--- src/rtl/core/manchester_frame_transmitter_top_assert.svh ---
// Assertion macros used by the Manchester frame transmitter top level
`ifndef MANCHESTER_FRAME_TRANSMITTER_TOP_ASSERT_SVH
`define MANCHESTER_FRAME_TRANSMITTER_TOP_ASSERT_SVH

// Same-cycle implication, sampled on clk, off during reset
`define MFT_ASSERT_NOW(label, ante, cons, msg) \
    label: assert property (@(posedge clk) disable iff (!rst_n) (ante) |-> (cons)) \
        else $error(msg);

// Next-cycle implication, sampled on clk, off during reset
`define MFT_ASSERT_NEXT(label, ante, cons, msg) \
    label: assert property (@(posedge clk) disable iff (!rst_n) (ante) |=> (cons)) \
        else $error(msg);

`endif

--- src/rtl/core/mft_pkg.sv ---
// Types and constants for the Manchester frame transmitter
package mft_pkg;

    localparam int FrameBytes = 11;
    localparam int CountWidth = 8;

    localparam logic [CountWidth-1:0] FrameHalfBits = 8'd176;
    localparam logic [CountWidth-1:0] LastHalfBit   = 8'd175;

    localparam logic [7:0]  PreambleByte = 8'h55;
    localparam logic [7:0]  ProtocolByte = 8'h01;
    localparam logic [15:0] ChecksumSeed = 16'h1235;

    // byte slot that is read live from the address register
    localparam logic [3:0] AddrByteIdx = 4'd2;
    // half-bit phase value that closes a byte
    localparam logic [3:0] ByteLastHalf = 4'hF;

    localparam logic ModeStart = 1'b0;
    localparam logic ModeTick  = 1'b1;

    typedef logic [7:0] frame_byte_t;
    typedef frame_byte_t [FrameBytes-1:0] frame_t;

    typedef struct packed {
        logic load;
        logic shift;
    } chain_ctrl_t;

endpackage

--- src/rtl/core/mft_cell.sv ---
// One byte cell of the frame shift chain
module mft_cell
(
    input  logic                clk,
    input  mft_pkg::chain_ctrl_t ctrl,
    input  mft_pkg::frame_byte_t load_byte,
    input  mft_pkg::frame_byte_t neighbor_byte,
    output mft_pkg::frame_byte_t cell_byte
);

    mft_pkg::frame_byte_t byte_reg;
    mft_pkg::frame_byte_t byte_next;

    always_comb
    begin
        priority if (ctrl.load)
        begin
            byte_next = load_byte;
        end
        else if (ctrl.shift)
        begin
            byte_next = neighbor_byte;
        end
        else
        begin
            byte_next = byte_reg;
        end
    end

    always_ff @(posedge clk)
    begin
        byte_reg <= byte_next;
    end

    assign cell_byte = byte_reg;

endmodule

--- src/rtl/core/mft_chain.sv ---
// Row of byte cells; the head cell holds the byte now on the line, but for the address slot
module mft_chain
(
    input  logic                 clk,
    input  mft_pkg::chain_ctrl_t ctrl,
    input  mft_pkg::frame_t      load_frame,
    output mft_pkg::frame_byte_t head_byte
);

    mft_pkg::frame_t cell_bytes;
    mft_pkg::frame_t neighbor_bytes;

    genvar gi;
    generate
        for (gi = 0; gi < mft_pkg::FrameBytes; gi++)
        begin : g_cell
            // each cell takes its right neighbor's byte; the tail takes zero
            if (gi == mft_pkg::FrameBytes - 1)
            begin : g_tail
                assign neighbor_bytes[gi] = '0;
            end
            else
            begin : g_body
                assign neighbor_bytes[gi] = cell_bytes[gi+1];
            end

            mft_cell u_cell
            (
                .clk           (clk),
                .ctrl          (ctrl),
                .load_byte     (load_frame[gi]),
                .neighbor_byte (neighbor_bytes[gi]),
                .cell_byte     (cell_bytes[gi])
            );
        end
    endgenerate

    assign head_byte = cell_bytes[0];

endmodule

--- src/rtl/core/manchester_frame_transmitter_top.sv ---
// Manchester frame transmitter top level: handshake, half-bit counter, byte chain.
// An accepted request's result is registered into the output register in the next cycle.
// Throughput: one request per cycle; the output register stalls input only when full.
// Bytes advance through an 11-cell chain, one shift per 16 half-bits.
// Reset (rst_n low, asynchronous): idle, line low, address zero, output empty.
module manchester_frame_transmitter_top
(
    input  logic        clk,
    input  logic        rst_n,

    input  logic        cfg_write_en,
    input  logic [7:0]  cfg_write_data,

    input  logic        in_valid,
    output logic        in_stall,
    input  logic        mode,
    input  logic [7:0]  error_code,
    input  logic [15:0] cap_voltage_mv,
    input  logic [7:0]  actual_duty,
    input  logic [7:0]  maximum_duty,

    output logic        out_valid,
    input  logic        out_stall,
    output logic        line_level,
    output logic        sending,
    output logic        frame_done
);

`include "manchester_frame_transmitter_top_assert.svh"

    logic [7:0] addr_reg;

    logic [mft_pkg::CountWidth-1:0] cnt_reg;
    logic [mft_pkg::CountWidth-1:0] cnt_next;
    logic busy_reg;
    logic busy_next;
    logic line_reg;
    logic line_next;
    logic done_next;

    logic out_valid_reg;
    logic out_valid_next;
    logic sending_reg;
    logic done_reg;

    logic in_accept;
    logic start;
    logic tick;

    mft_pkg::chain_ctrl_t chain_ctrl;
    mft_pkg::frame_t      load_frame;
    mft_pkg::frame_byte_t head_byte;
    mft_pkg::frame_byte_t cur_byte;
    logic [15:0]          checksum;

    // Hold input while the result register is full and stalled
    assign in_stall  = out_valid_reg & out_stall;
    assign in_accept = in_valid & ~in_stall;
    assign start     = in_accept & (mode == mft_pkg::ModeStart);
    assign tick      = in_accept & (mode == mft_pkg::ModeTick) & busy_reg;

    always_ff @(posedge clk or negedge rst_n)
    begin
        if (!rst_n)
        begin
            addr_reg <= '0;
        end
        else if (cfg_write_en)
        begin
            addr_reg <= cfg_write_data;
        end
    end

    always_comb
    begin
        checksum = mft_pkg::ChecksumSeed
                 + {8'h00, addr_reg}
                 + {8'h00, mft_pkg::ProtocolByte}
                 + {8'h00, error_code}
                 + {8'h00, cap_voltage_mv[7:0]}
                 + {8'h00, cap_voltage_mv[15:8]}
                 + {8'h00, actual_duty}
                 + {8'h00, maximum_duty};

        load_frame[0]  = mft_pkg::PreambleByte;
        load_frame[1]  = mft_pkg::PreambleByte;
        load_frame[2]  = '0;
        load_frame[3]  = mft_pkg::ProtocolByte;
        load_frame[4]  = error_code;
        load_frame[5]  = cap_voltage_mv[7:0];
        load_frame[6]  = cap_voltage_mv[15:8];
        load_frame[7]  = actual_duty;
        load_frame[8]  = maximum_duty;
        load_frame[9]  = checksum[7:0];
        load_frame[10] = checksum[15:8];
    end

    // Advance the chain after the last half-bit of each byte
    assign chain_ctrl.load  = start;
    assign chain_ctrl.shift = tick & (cnt_reg[3:0] == mft_pkg::ByteLastHalf);

    mft_chain u_chain
    (
        .clk        (clk),
        .ctrl       (chain_ctrl),
        .load_frame (load_frame),
        .head_byte  (head_byte)
    );

    // The address byte comes from the register at the time it is sent
    assign cur_byte = (cnt_reg[7:4] == mft_pkg::AddrByteIdx) ? addr_reg : head_byte;

    always_comb
    begin
        cnt_next  = cnt_reg;
        busy_next = busy_reg;
        line_next = line_reg;
        done_next = 1'b0;
        if (start)
        begin
            cnt_next  = '0;
            busy_next = 1'b1;
        end
        else if (tick)
        begin
            line_next = cur_byte[cnt_reg[3:1]] ^ cnt_reg[0];
            cnt_next  = cnt_reg + 8'd1;
            if (cnt_reg == mft_pkg::LastHalfBit)
            begin
                busy_next = 1'b0;
                done_next = 1'b1;
            end
        end
    end

    always_ff @(posedge clk or negedge rst_n)
    begin
        if (!rst_n)
        begin
            cnt_reg  <= '0;
            busy_reg <= 1'b0;
            line_reg <= 1'b0;
        end
        else
        begin
            cnt_reg  <= cnt_next;
            busy_reg <= busy_next;
            line_reg <= line_next;
        end
    end

    always_comb
    begin
        priority if (in_accept)
        begin
            out_valid_next = 1'b1;
        end
        else if (!out_stall)
        begin
            out_valid_next = 1'b0;
        end
        else
        begin
            out_valid_next = out_valid_reg;
        end
    end

    always_ff @(posedge clk or negedge rst_n)
    begin
        if (!rst_n)
        begin
            out_valid_reg <= 1'b0;
        end
        else
        begin
            out_valid_reg <= out_valid_next;
        end
    end

    always_ff @(posedge clk)
    begin
        if (in_accept)
        begin
            sending_reg <= busy_next;
            done_reg    <= done_next;
        end
    end

    assign out_valid  = out_valid_reg;
    assign line_level = line_reg;
    assign sending    = sending_reg;
    assign frame_done = done_reg;

    `MFT_ASSERT_NOW(a_cnt_in_frame, busy_reg, cnt_reg < mft_pkg::FrameHalfBits,
        "half-bit count past frame end while busy")
    `MFT_ASSERT_NOW(a_idle_cnt, !busy_reg,
        (cnt_reg == '0) || (cnt_reg == mft_pkg::FrameHalfBits),
        "idle with a partial half-bit count")
    `MFT_ASSERT_NEXT(a_start_loads, start, busy_reg && (cnt_reg == '0),
        "start request did not restart the frame")
    `MFT_ASSERT_NOW(a_done_ends, out_valid_reg && done_reg, !sending_reg,
        "frame done reported while still sending")

endmodule
--- config.mk ---
export PLATFORM = sky130hd
export DESIGN_NAME = manchester_frame_transmitter_top
export DESIGN_NICKNAME = d
export VERILOG_FILES = /design/src/rtl/core/mft_pkg.sv /design/src/rtl/core/mft_cell.sv /design/src/rtl/core/mft_chain.sv /design/src/rtl/core/manchester_frame_transmitter_top.sv
export VERILOG_INCLUDE_DIRS = /design/src /design/src/rtl/core
export SDC_FILE = /design/constraint.sdc
export NUM_CORES = 1
export LEC_CHECK = 0
export BUFFER_PORTS_ARGS = -buffer_cell sky130_fd_sc_hd__buf_2
export CELL_PAD_IN_SITES_DETAIL_PLACEMENT = 2
export CELL_PAD_IN_SITES_GLOBAL_PLACEMENT = 2
export CORE_MARGIN = 5
export CORE_UTILIZATION = 35
export DETAILED_ROUTE_END_ITERATION = 6
export GPL_ROUTABILITY_DRIVEN = 0
export PLACE_DENSITY_LB_ADDON = 0.1
export SLEW_MARGIN = 10
export SYNTH_ARGS = -nofsm -noshare
export SYNTH_HDL_FRONTEND = slang
export SYNTH_HIERARCHICAL = 1
export SYNTH_SLANG_ARGS = --single-unit
--- constraint.sdc ---
create_clock -name clk -period 6.5 [get_ports clk]
set_input_delay 0.325 -clock clk [delete_from_list [all_inputs] [get_ports clk]]
set_output_delay 0.325 -clock clk [all_outputs]
set_load 0.02 [all_outputs]
Word level (Yosys, flattened, before mapping)
Cells that the tools add are included.
{ "op_classes": {"shifts": 0, "reduce_logical": 4, "n_div": 0, "order_cmp": 1, "addsub": 8, "n_eq_ne": 4, "n_mul": 0, "n_bitwise": 11, "muxes": 25} }
{ "op_table": {"columns": ["cell", "count"], "rows": [
  ["2-to-1 mux 8 bit", 17],
  ["adder 16 x 8 -> 16 bit", 4],
  ["adder 15 x 8 -> 16 bit", 1],
  ["adder 14 x 1 -> 15 bit (second input constant)", 1],
  ["adder 13 x 8 -> 14 bit (first input constant)", 1],
  ["adder 8 x 1 -> 8 bit (second input constant)", 1],
  ["equality test 8 bit (second input constant)", 1],
  ["2-to-1 mux 1 bit", 7],
  ["AND 1 bit", 6],
  ["equality test 4 x 2 -> 1 bit (second input constant)", 1],
  ["equality test 4 bit (second input constant)", 1],
  ["less-than comparator 3 x 4 -> 1 bit (second input constant)", 1],
  ["inverter 1 bit", 4],
  ["nonzero test 2 bit", 2],
  ["binary-select mux 1 bit (select 3 bit)", 1],
  ["!= test 2 x 1 -> 1 bit (second input constant)", 1],
  ["AND reduction 2 bit", 1],
  ["OR reduction 2 bit", 1],
  ["bitwise XOR 1 bit", 1]
]} }
{ "word_totals": {"regBits": 109, "elab_cells": 71, "latch_bits": 0, "output_inout_bits": 5, "n_memories": 0, "ram_bits": 0, "input_bits": 54, "rom_bits": 0} }

Depth between registers and ports, before layout
Gate-level depths: netlist of the first run.
{ "logic_depth": {"depth_word": 8, "mapped_depth": 17, "mapped_depth_nobuf": 17} }

Hierarchy
The synthesis of the first run kept the hierarchy.
{ "modules_own_cells": {"columns": ["mod", "cells_each", "area_per_inst_um2", "n_inst"], "rows": [
  ["mft_cell", 18, 377.9, 11],
  ["manchester_frame_transmitter_top", 233, 2333.5, 1],
  ["mft_chain", 1, 3.8, 1]
]} }

Least setup slack after synthesis of the first run
OpenSTA, ideal clock, no wires.
{ "synth_timing": {"kind": "input -> register", "start": "input port cap_voltage_mv[10]", "end": "register u_chain.g_cell[10].u_cell.byte_reg[2] (data pin)", "arrival_time_ns": 4.188, "cell_stages": 15, "setup_time_ns": 0.260, "path_buffers": 0, "path_slack_ns": 2.052, "path_cell_list": "fa_1 fa_1 inv_1 fa_1 inv_1 fa_1 ha_1 fa_1 a21o_1 a21oi_1 nor2b_1 o21a_1 o41ai_1 xnor2_1 mux2_4"} }
{ "synth_between": {"elab_chain_cells": 4} }
{ "synth_lines": {"columns": ["item", "line", "text"], "rows": [
  ["from (decl)", "manchester_frame_transmitter_top.sv:18", "input logic [15:0] cap_voltage_mv,"],
  ["adder 16 x 8 -> 16 bit", "manchester_frame_transmitter_top.sv:81", "+ {8'h00, cap_voltage_mv[15:8]}"],
  ["adder 16 x 8 -> 16 bit", "manchester_frame_transmitter_top.sv:82", "+ {8'h00, actual_duty}"],
  ["adder 16 x 8 -> 16 bit", "manchester_frame_transmitter_top.sv:83", "+ {8'h00, maximum_duty};"],
  ["net checksum[10]", "manchester_frame_transmitter_top.sv:54", "logic [15:0] checksum;"],
  ["2-to-1 mux 8 bit", "mft_cell.sv:16", "priority if (ctrl.load)"],
  ["net u_chain.g_cell[10].u_cell.byte_next[2]", "mft_cell.sv:12", "mft_pkg::frame_byte_t byte_next;"],
  ["to (signal assigned)", "mft_cell.sv:32", "byte_reg <= byte_next;"],
  ["to (decl)", "mft_cell.sv:11", "mft_pkg::frame_byte_t byte_reg;"]
]} }
The timed path passes the listed nets, and every way through them passes these cells.
A chain may end at the register's enable or synchronous reset.

Worst setup path in the final report of the first run
Same ends and word-level chain as after synthesis.

==> results of run 1 <==
cell families (layout without fill, tap and decap cells):
group / count (synthesis) / after routing
flops: 109 / 109
xor+xnor: 14 / 14
fa+ha+maj: 51 / 51
other cells: 3 / 44
buf+inv: 83 / 144
simple gates: 57 / 57
compound gates: 18 / 18
mux: 97 / 97
report_power, final:
group	switching (mW)	internal (mW)	total [mW]	leakage, nW
Combinational	0.387	0.374	0.761	2.03
Clock	0.283	0.309	0.592	0.151
Sequential	0.0287	0.811	0.840	1.07
Total	0.699	1.49	2.19	3.25
Yosys cell counts (all sizes together) (3+ instances only):
library cell	n	area share [%]
dfrtp	19	7.3
mux2	93	21
nor3	5	0.46
nor2	15	0.87
a21o	3	0.35
fa	31	9.6
or2	11	1.1
inv	68	3.9
xor2	7	0.94
a21oi	3	0.23
buf	13	2.2
o21ai	5	0.39
nand2	13	0.75
mux4	4	1.6
conb	3	0.17
nand3	4	0.31
xnor2	7	0.94
edfxtp	90	42
ha	20	3.9
per-layer routing:
metal,routed length (um),vias to the layer above,global-route usage (%)
met5,0,-,0
met4,161,0,3.67
met3,478,12,2.85
met2,7480,61,24.8
met1,6280,1794,18.1
li1,-,1638,-
through the flow:
step,util [%],area [um2],std cells,hold WS (ns),power [mW]
floorplan,-,6650,473,0.0294,1.42
global placement,39.3,7100,746,0.310,1.61
detailed placement,39.3,7100,746,0.298,1.63
CTS,41.1,7430,763,0.166,2.25
global route,41.1,7430,763,0.178,2.36
finish,41.1,7430,763,0.183,2.19
what timing repair did:
item                                   in CTS  in global routing
gates resized for setup                     0                  0
endpoints found under the hold margin      19                  0
hold buffers                                1                  0
layout make-up:
class                   instances  share of cell area [%]
multi-input cells             281                    41.4
inverters                      68                    3.43
repair buffers                 60                    4.31
flip-flops and latches        109                    42.8
well taps                     229                    3.86
clock inverters                 7                    1.23
clock buffers                   9                    3.03
final timing paths:
check	from	end	slack, ns	cells past startpoint
max in group asynchronous	rst_n	addr_reg[0]	5.74	2
min in group asynchronous	rst_n	addr_reg[6]	0.45	2
min reg2reg	line_level	line_level	0.49	2
max reg2reg	addr_reg[3]	u_chain/g_cell[10].u_cell/cell_byte[2]	2.00	14
max	cap_voltage_mv[10]	u_chain/g_cell[10].u_cell/cell_byte[2]	1.99	16
min	in_valid	out_valid	0.18	2
worst register-to-register path: stages, from the launching register on:
cell and delay [ns]:
dfrtp_1 0.39, inv_1 0.16, fa_1 0.45, inv_1 0.08
fa_1 0.44, fa_1 0.52, ha_1 0.36, fa_1 0.47
a21o_1 0.17, a21oi_1 0.23, nor2b_1 0.08, o21a_1 0.19
o41ai_1 0.34, xnor2_1 0.12, mux2_4 0.26
==> metrics.md, run 1 <==
| Metric | Value |
|---|---|
| Critical path launch point type | primary input |
| Num rows | 49 |
| Min-delay worst type | primary input to flip-flop |
| # DRC | 0 |
| CTS H-Tree Depth | 3 |
| Latest clock arrival within the worst-skew pair | 0.36 ns |
| Portion of netlist area occupied by mux cells | 22.8% |
| Max incr delay on CP | 0.53 ns |
| CP Capture Type | flip-flop |
| Nets | 634 |
| Register area | 3180 um2 |
| Post-CTS Setup Bufs | 0 |
| Unrepaired setup endpoints after global routing | false |
| Total negative slack | 0 ns |
| Core area | 18100 um2 |
| Worst setup margin | 1.99 ns |
| Multi-input gate area | 3070 um2 |
| Crit-path slowest cell | fa_1 |
| CTS tree | yes |
| Worst-path clk slew | 0.08 ns |
| Simple-gate share of the synthesized area | 4.64% |
| Clk buf depth | 2 |
| Synth Area in Adders | 13.4% |
| Synth Area in Compound Gates | 1.91% |
| DIE AREA | 21400 um2 |
| FMAX | 222 MHz |
| Initial antenna violation count | 1 |
| Share of cells above drive strength 1 | 32.2% |
| Drt first pass iters | 4 |
| IO Port Bufs | 58 |
| Fillers | 1800 |
| Iteration-0 DRC Markers | 115 |
| Status | finished, final reports clean |
| XOR/XNOR Fraction of Synth Area | 1.89% |
| Area Growth Syn to Fin | 14.4% |
| YS warnings | 6 |
| First-pass GRT wire length | 23200 um |
| CTS sink cnt | 109 |
| Top delay family on crit path | adder cells |
| Leakage Power | 3.25 nW |
| Detailed Place HPWL | 10900 um |
| Total grt overflow | 0 |
| Crit path buf inv count | 3 |
| Ports | 59 |
| Commonest non-fill, non-tap cell in the layout | edfxtp_1 |
| Synth Area per Inst | 15.0 um2 |
| Sequential element share of the synthesized area | 48.9% |
| Largest register FFs | 88 |
| Chip width | 146 um |
| Post-synth EDFFs | 90 |
| Critical-path cell list | buf_2, fa_1, fa_1, inv_1, fa_1, inv_1, fa_1, ha_1, fa_1, a21o_1, a21oi_1, nor2b_1, o21a_1, o41ai_1, xnor2_1, mux2_4 |
| Worst-path fanout max | 2 |
| Total GRT Usage | 14.2% |
| Maximum vdd drop | 0.154 mV |
| Critical path class | primary input to flip-flop |
| DP Worst Slack | 1.57 ns |
| Die height | 146 um |
| Worst Path Required | 6.60 ns |
| TritonCTS Buffers | 9 |
| Vias/cell | 4.59 |
| Slew Limit Headroom | 35.0% |
| Antenna Violating Nets Remaining | 0 |
| Most frequent cells in the layout | 90 x edfxtp_1, 88 x mux2_4, 68 x inv_1 |
| Async SR Flop Fraction | 17.4% |
| Fin. max-slew vios | 0 |
| Post-layout min period | 4.51 ns |
| Average wire per standard cell | 18.9 um |
| Wirelength, routed | 14400 um |
| Period Utilization, post-route | 69.3% |
| Routed vias | 3505 |
| Most used cell, CP | fa_1 |
| Number of max-cap violations | 0 |
| Ant diodes | 0 |
| Number of library cell types mapped by synthesis | 35 |
| CTS Root Buffer Type | clkbuf_16 |
| Largest net degree at the start of global routing | 108 |
| Final hold vios | 0 |
| Cell Pwr Density | 295 nW/um2 |
| Worst-Margin Slew | 0.971 ns |
| Largest family of logic cells by synthesized area | multiplexers |
| Synth Cell Area | 6490 um2 |
| Initial core utilization | 35.9% |
| Final setup violation count | 0 |
| Synthesized netlist cell count | 432 |
| Vias in the first global route | 4146 |
| Worst Path Arrival | 4.61 ns |
| Dominant synthesized flop cell | edfxtp_1 |
| Flops & latches, synth | 109 |
| Clock skew | 0.00878 ns |
Note: power is estimated with default switching activity, not from simulation.
==> run 2, diff against run 1 <==
ABC_AREA = 1   (was not set)
CORE_UTILIZATION = 34   (was 35)
clock period = 4.02 ns   (was 6.5 ns; I/O delays follow)
==> run 2 against run 1 <==
Net effect: sequential power grew 60%; critical path depth is 2 higher; clock skew shrank 0.0014 ns; clock-buffer cell count unchanged; final cell count up 33%; via count rose by 31%; synthesized cell count is 57% higher; global-route usage is 1.6 points higher; wire length increased by 14%; non-clock buffer count rose by 7; combinational power grew 56%; total power increased by 58%; critical endpoint is now u_chain/g_cell[10].u_cell/cell_byte[1]; largest power group unchanged; highest routed layer unchanged.
==> metrics.md, run 2 <==
| Metric | Value |
|---|---|
| Post-synth EDFFs | 90 |
| Average wire per standard cell | 16.2 um |
| CTS sink cnt | 109 |
| Top cells by count, synth | 307 x nand2_1, 90 x edfxtp_1, 81 x inv_1, 31 x fa_1, 21 x nand3_1 |
| Cell Pwr Density | 476 nW/um2 |
| Share of cells above drive strength 1 | 15.0% |
| Post-layout min period | 3.72 ns |
| Critical hold path startpoint | cfg_write_data[6] |
| Wirelength, routed | 16400 um |
| IO Port Bufs | 58 |
| Number of library cell types mapped by synthesis | 31 |
| # DRC | 0 |
| Ant diodes | 0 |
| Num rows | 49 |
| CTS Root Buffer Type | clkbuf_16 |
| Fillers | 2051 |
| Total grt overflow | 0 |
| CP Capture Type | flip-flop |
| Synth Area per Inst | 9.34 um2 |
| Total negative slack | 0 ns |
| Vias in the first global route | 5218 |
| Area Growth Syn to Fin | 15.5% |
| Flops & latches, synth | 109 |
| Latest clock arrival within the worst-skew pair | 0.36 ns |
| Status | finished, final reports clean |
| Critical path class | flip-flop to flip-flop |
| Placed Cells | 998 |
| Initial antenna violation count | 0 |
| Worst Path Arrival | 3.84 ns |
| Detailed Place HPWL | 13400 um |
| Number of max-cap violations | 0 |
| Final Power | 3.48 mW |
| Maximum vdd drop | 0.218 mV |
| Vias/cell | 4.53 |
| Top-count cell post-synth | nand2_1 |
| Core area | 18100 um2 |
| Drt first pass iters | 5 |
| Commonest non-fill, non-tap cell in the layout | nand2_1 |
| Critical path launch point type | flip-flop |
| Iteration-0 DRC Markers | 195 |
| Clk buf depth | 2 |
| Most frequent cells in the layout | 307 x nand2_1, 90 x edfxtp_1, 80 x inv_1 |
| Final hold vios | 0 |
| Yosys top cell by area | edfxtp_1 |
| Chip width | 146 um |
| Worst Path Required | 4.14 ns |
| YS warnings | 6 |
| Clock skew | 0.00737 ns |
| Post-synth top area share | 42.7% |
| Synth Cell Area | 6320 um2 |
| Worst R2R Start | addr_reg[3] |
| Worst-path fanout max | 4 |
| Min-delay worst type | primary input to flip-flop |
| Cell Count, Final, Fillers Out | 1016 |
| R2r setup slk | 0.30 ns |
| Worst-path clk slew | 0.08 ns |
| Nets | 887 |
| Ports | 59 |
| Total GRT Usage | 15.9% |
| Initial core utilization | 34.8% |
| Cell depth of the worst flop-to-flop path | 18 |
| Period Utilization, post-route | 92.4% |
| CTS H-Tree Depth | 3 |
| RR Endpoint | u_chain/g_cell[10].u_cell/cell_byte[1] |
| Setup crit start | addr_reg[3] |
| Largest net degree at the start of global routing | 44 |
| Async SR Flop Fraction | 17.4% |
| First-pass GRT wire length | 26500 um |
| CTS tree | yes |
| Crit path to | u_chain/g_cell[10].u_cell/cell_byte[1] |
| Leakage Power | 3.55 nW |
| Routed vias | 4607 |
| Unrepaired setup endpoints after global routing | false |
| TritonCTS Buffers | 9 |
| Dominant synthesized flop cell | edfxtp_1 |
| Synthesized netlist cell count | 677 |
| Area contributors post-synth | edfxtp_1 43%, nand2_1 18%, fa_1 9.8%, dfrtp_1 7.5%, inv_1 4.8% |
| DIE AREA | 21400 um2 |
| Worst-Margin Slew | 0.999 ns |
| FMAX | 269 MHz |
| Fin. max-slew vios | 0 |
| Final setup violation count | 0 |
| Largest register FFs | 88 |
| Slew Limit Headroom | 33.2% |
| Sequential element share of the synthesized area | 50.3% |
| Die height | 146 um |
| Antenna Violating Nets Remaining | 0 |
[run 2: final cells by class]
| cell class | instances | area [um2] | area share, % |
|---|---|---|---|
| Timing Repair Buffer | 67 | 360 | 4.94 |
| Inverter | 96 | 362 | 4.95 |
| Clock buffer | 9 | 225 | 3.08 |
| Sequential cell | 109 | 3180 | 43.5 |
| Multi-Input combinational cell | 499 | 2810 | 38.5 |
| Tap cell | 229 | 287 | 3.92 |
| Clock inverter | 7 | 81.3 | 1.11 |
[run 2: logic make-up (layout without fill, tap and decap cells)]
kind of cell    after synthesis  in the layout  synth area share [%]
compound gates               25             25                  2.04
xor+xnor                      7              7                 0.970
fa+ha+maj                    51             51                  13.8
buf+inv                     110            179                  8.09
flops                       109            109                  50.3
mux                           3              3                 0.534
other cells                   3             44                 0.178
simple gates                369            369                  24.2
[run 2: metal layers]
layer	part of all wire (%)	track usage [%]	routed length [um]
met1	44	19.2	7210
met3	2.7	2.73	445
met4	1.5	4.66	246
met2	52	28.8	8530
met5	0	0	0
[run 2: power breakdown]
group / internal (mW) / total [mW] / switching (mW)
combinational: 0.498 / 1.19 / 0.690
sequential: 1.30 / 1.34 / 0.0353
clock: 0.494 / 0.948 / 0.453
total: 2.30 / 3.48 / 1.18
[run 2: per-stage QoR]
step / setup WS [ns] / utilization, % / hold slack [ns] / cell area, um2
2_1_floorplan: 0.303 / - / -0.0946 / 6480
3_3_place_gp: 0.0368 / 38.4 / 0.177 / 6960
3_5_place_dp: -0.0919 / 38.4 / 0.175 / 6960
4_1_cts: 0.0834 / 40.1 / 0.0634 / 7280
5_1_grt: 0.00477 / 40.2 / 0.0729 / 7300
6_report: 0.304 / 40.2 / 0.0649 / 7300
[run 2: worst min-delay path by stage]
stage,end,slack (ns),depth (start not counted)
final,addr_reg[6],0.06,3
after global routing,addr_reg[6],0.07,3
after CTS,out_valid,0.06,3
after detailed placement,addr_reg[4],0.18,1
after global placement,addr_reg[4],0.18,1
after floorplan,addr_reg[0],-0.09,0
[run 2: repair_timing]
item | in CTS | in global routing
hold buffers | 1 | 0
setup endpoints to repair | 0 | 3
gates resized for setup | 0 | 3
setup buffers | 0 | 1
endpoints found under the hold margin | 19 | 0
[run 2: critical path, cell delays in order (launching register included)]
cell     delay (ns)
dfrtp_1        0.38
inv_2          0.09
fa_1           0.43
inv_1          0.08
fa_1           0.44
fa_2           0.41
fa_1           0.56
ha_4           0.23
a21oi_1        0.13
nand2_1        0.08
nand2_1        0.06
nand2_1        0.05
nand2_1        0.05
nand2_1        0.07
nand3_1        0.08
nand2_1        0.08
xor2_1         0.15
nand2_1        0.06
nand2_1        0.05
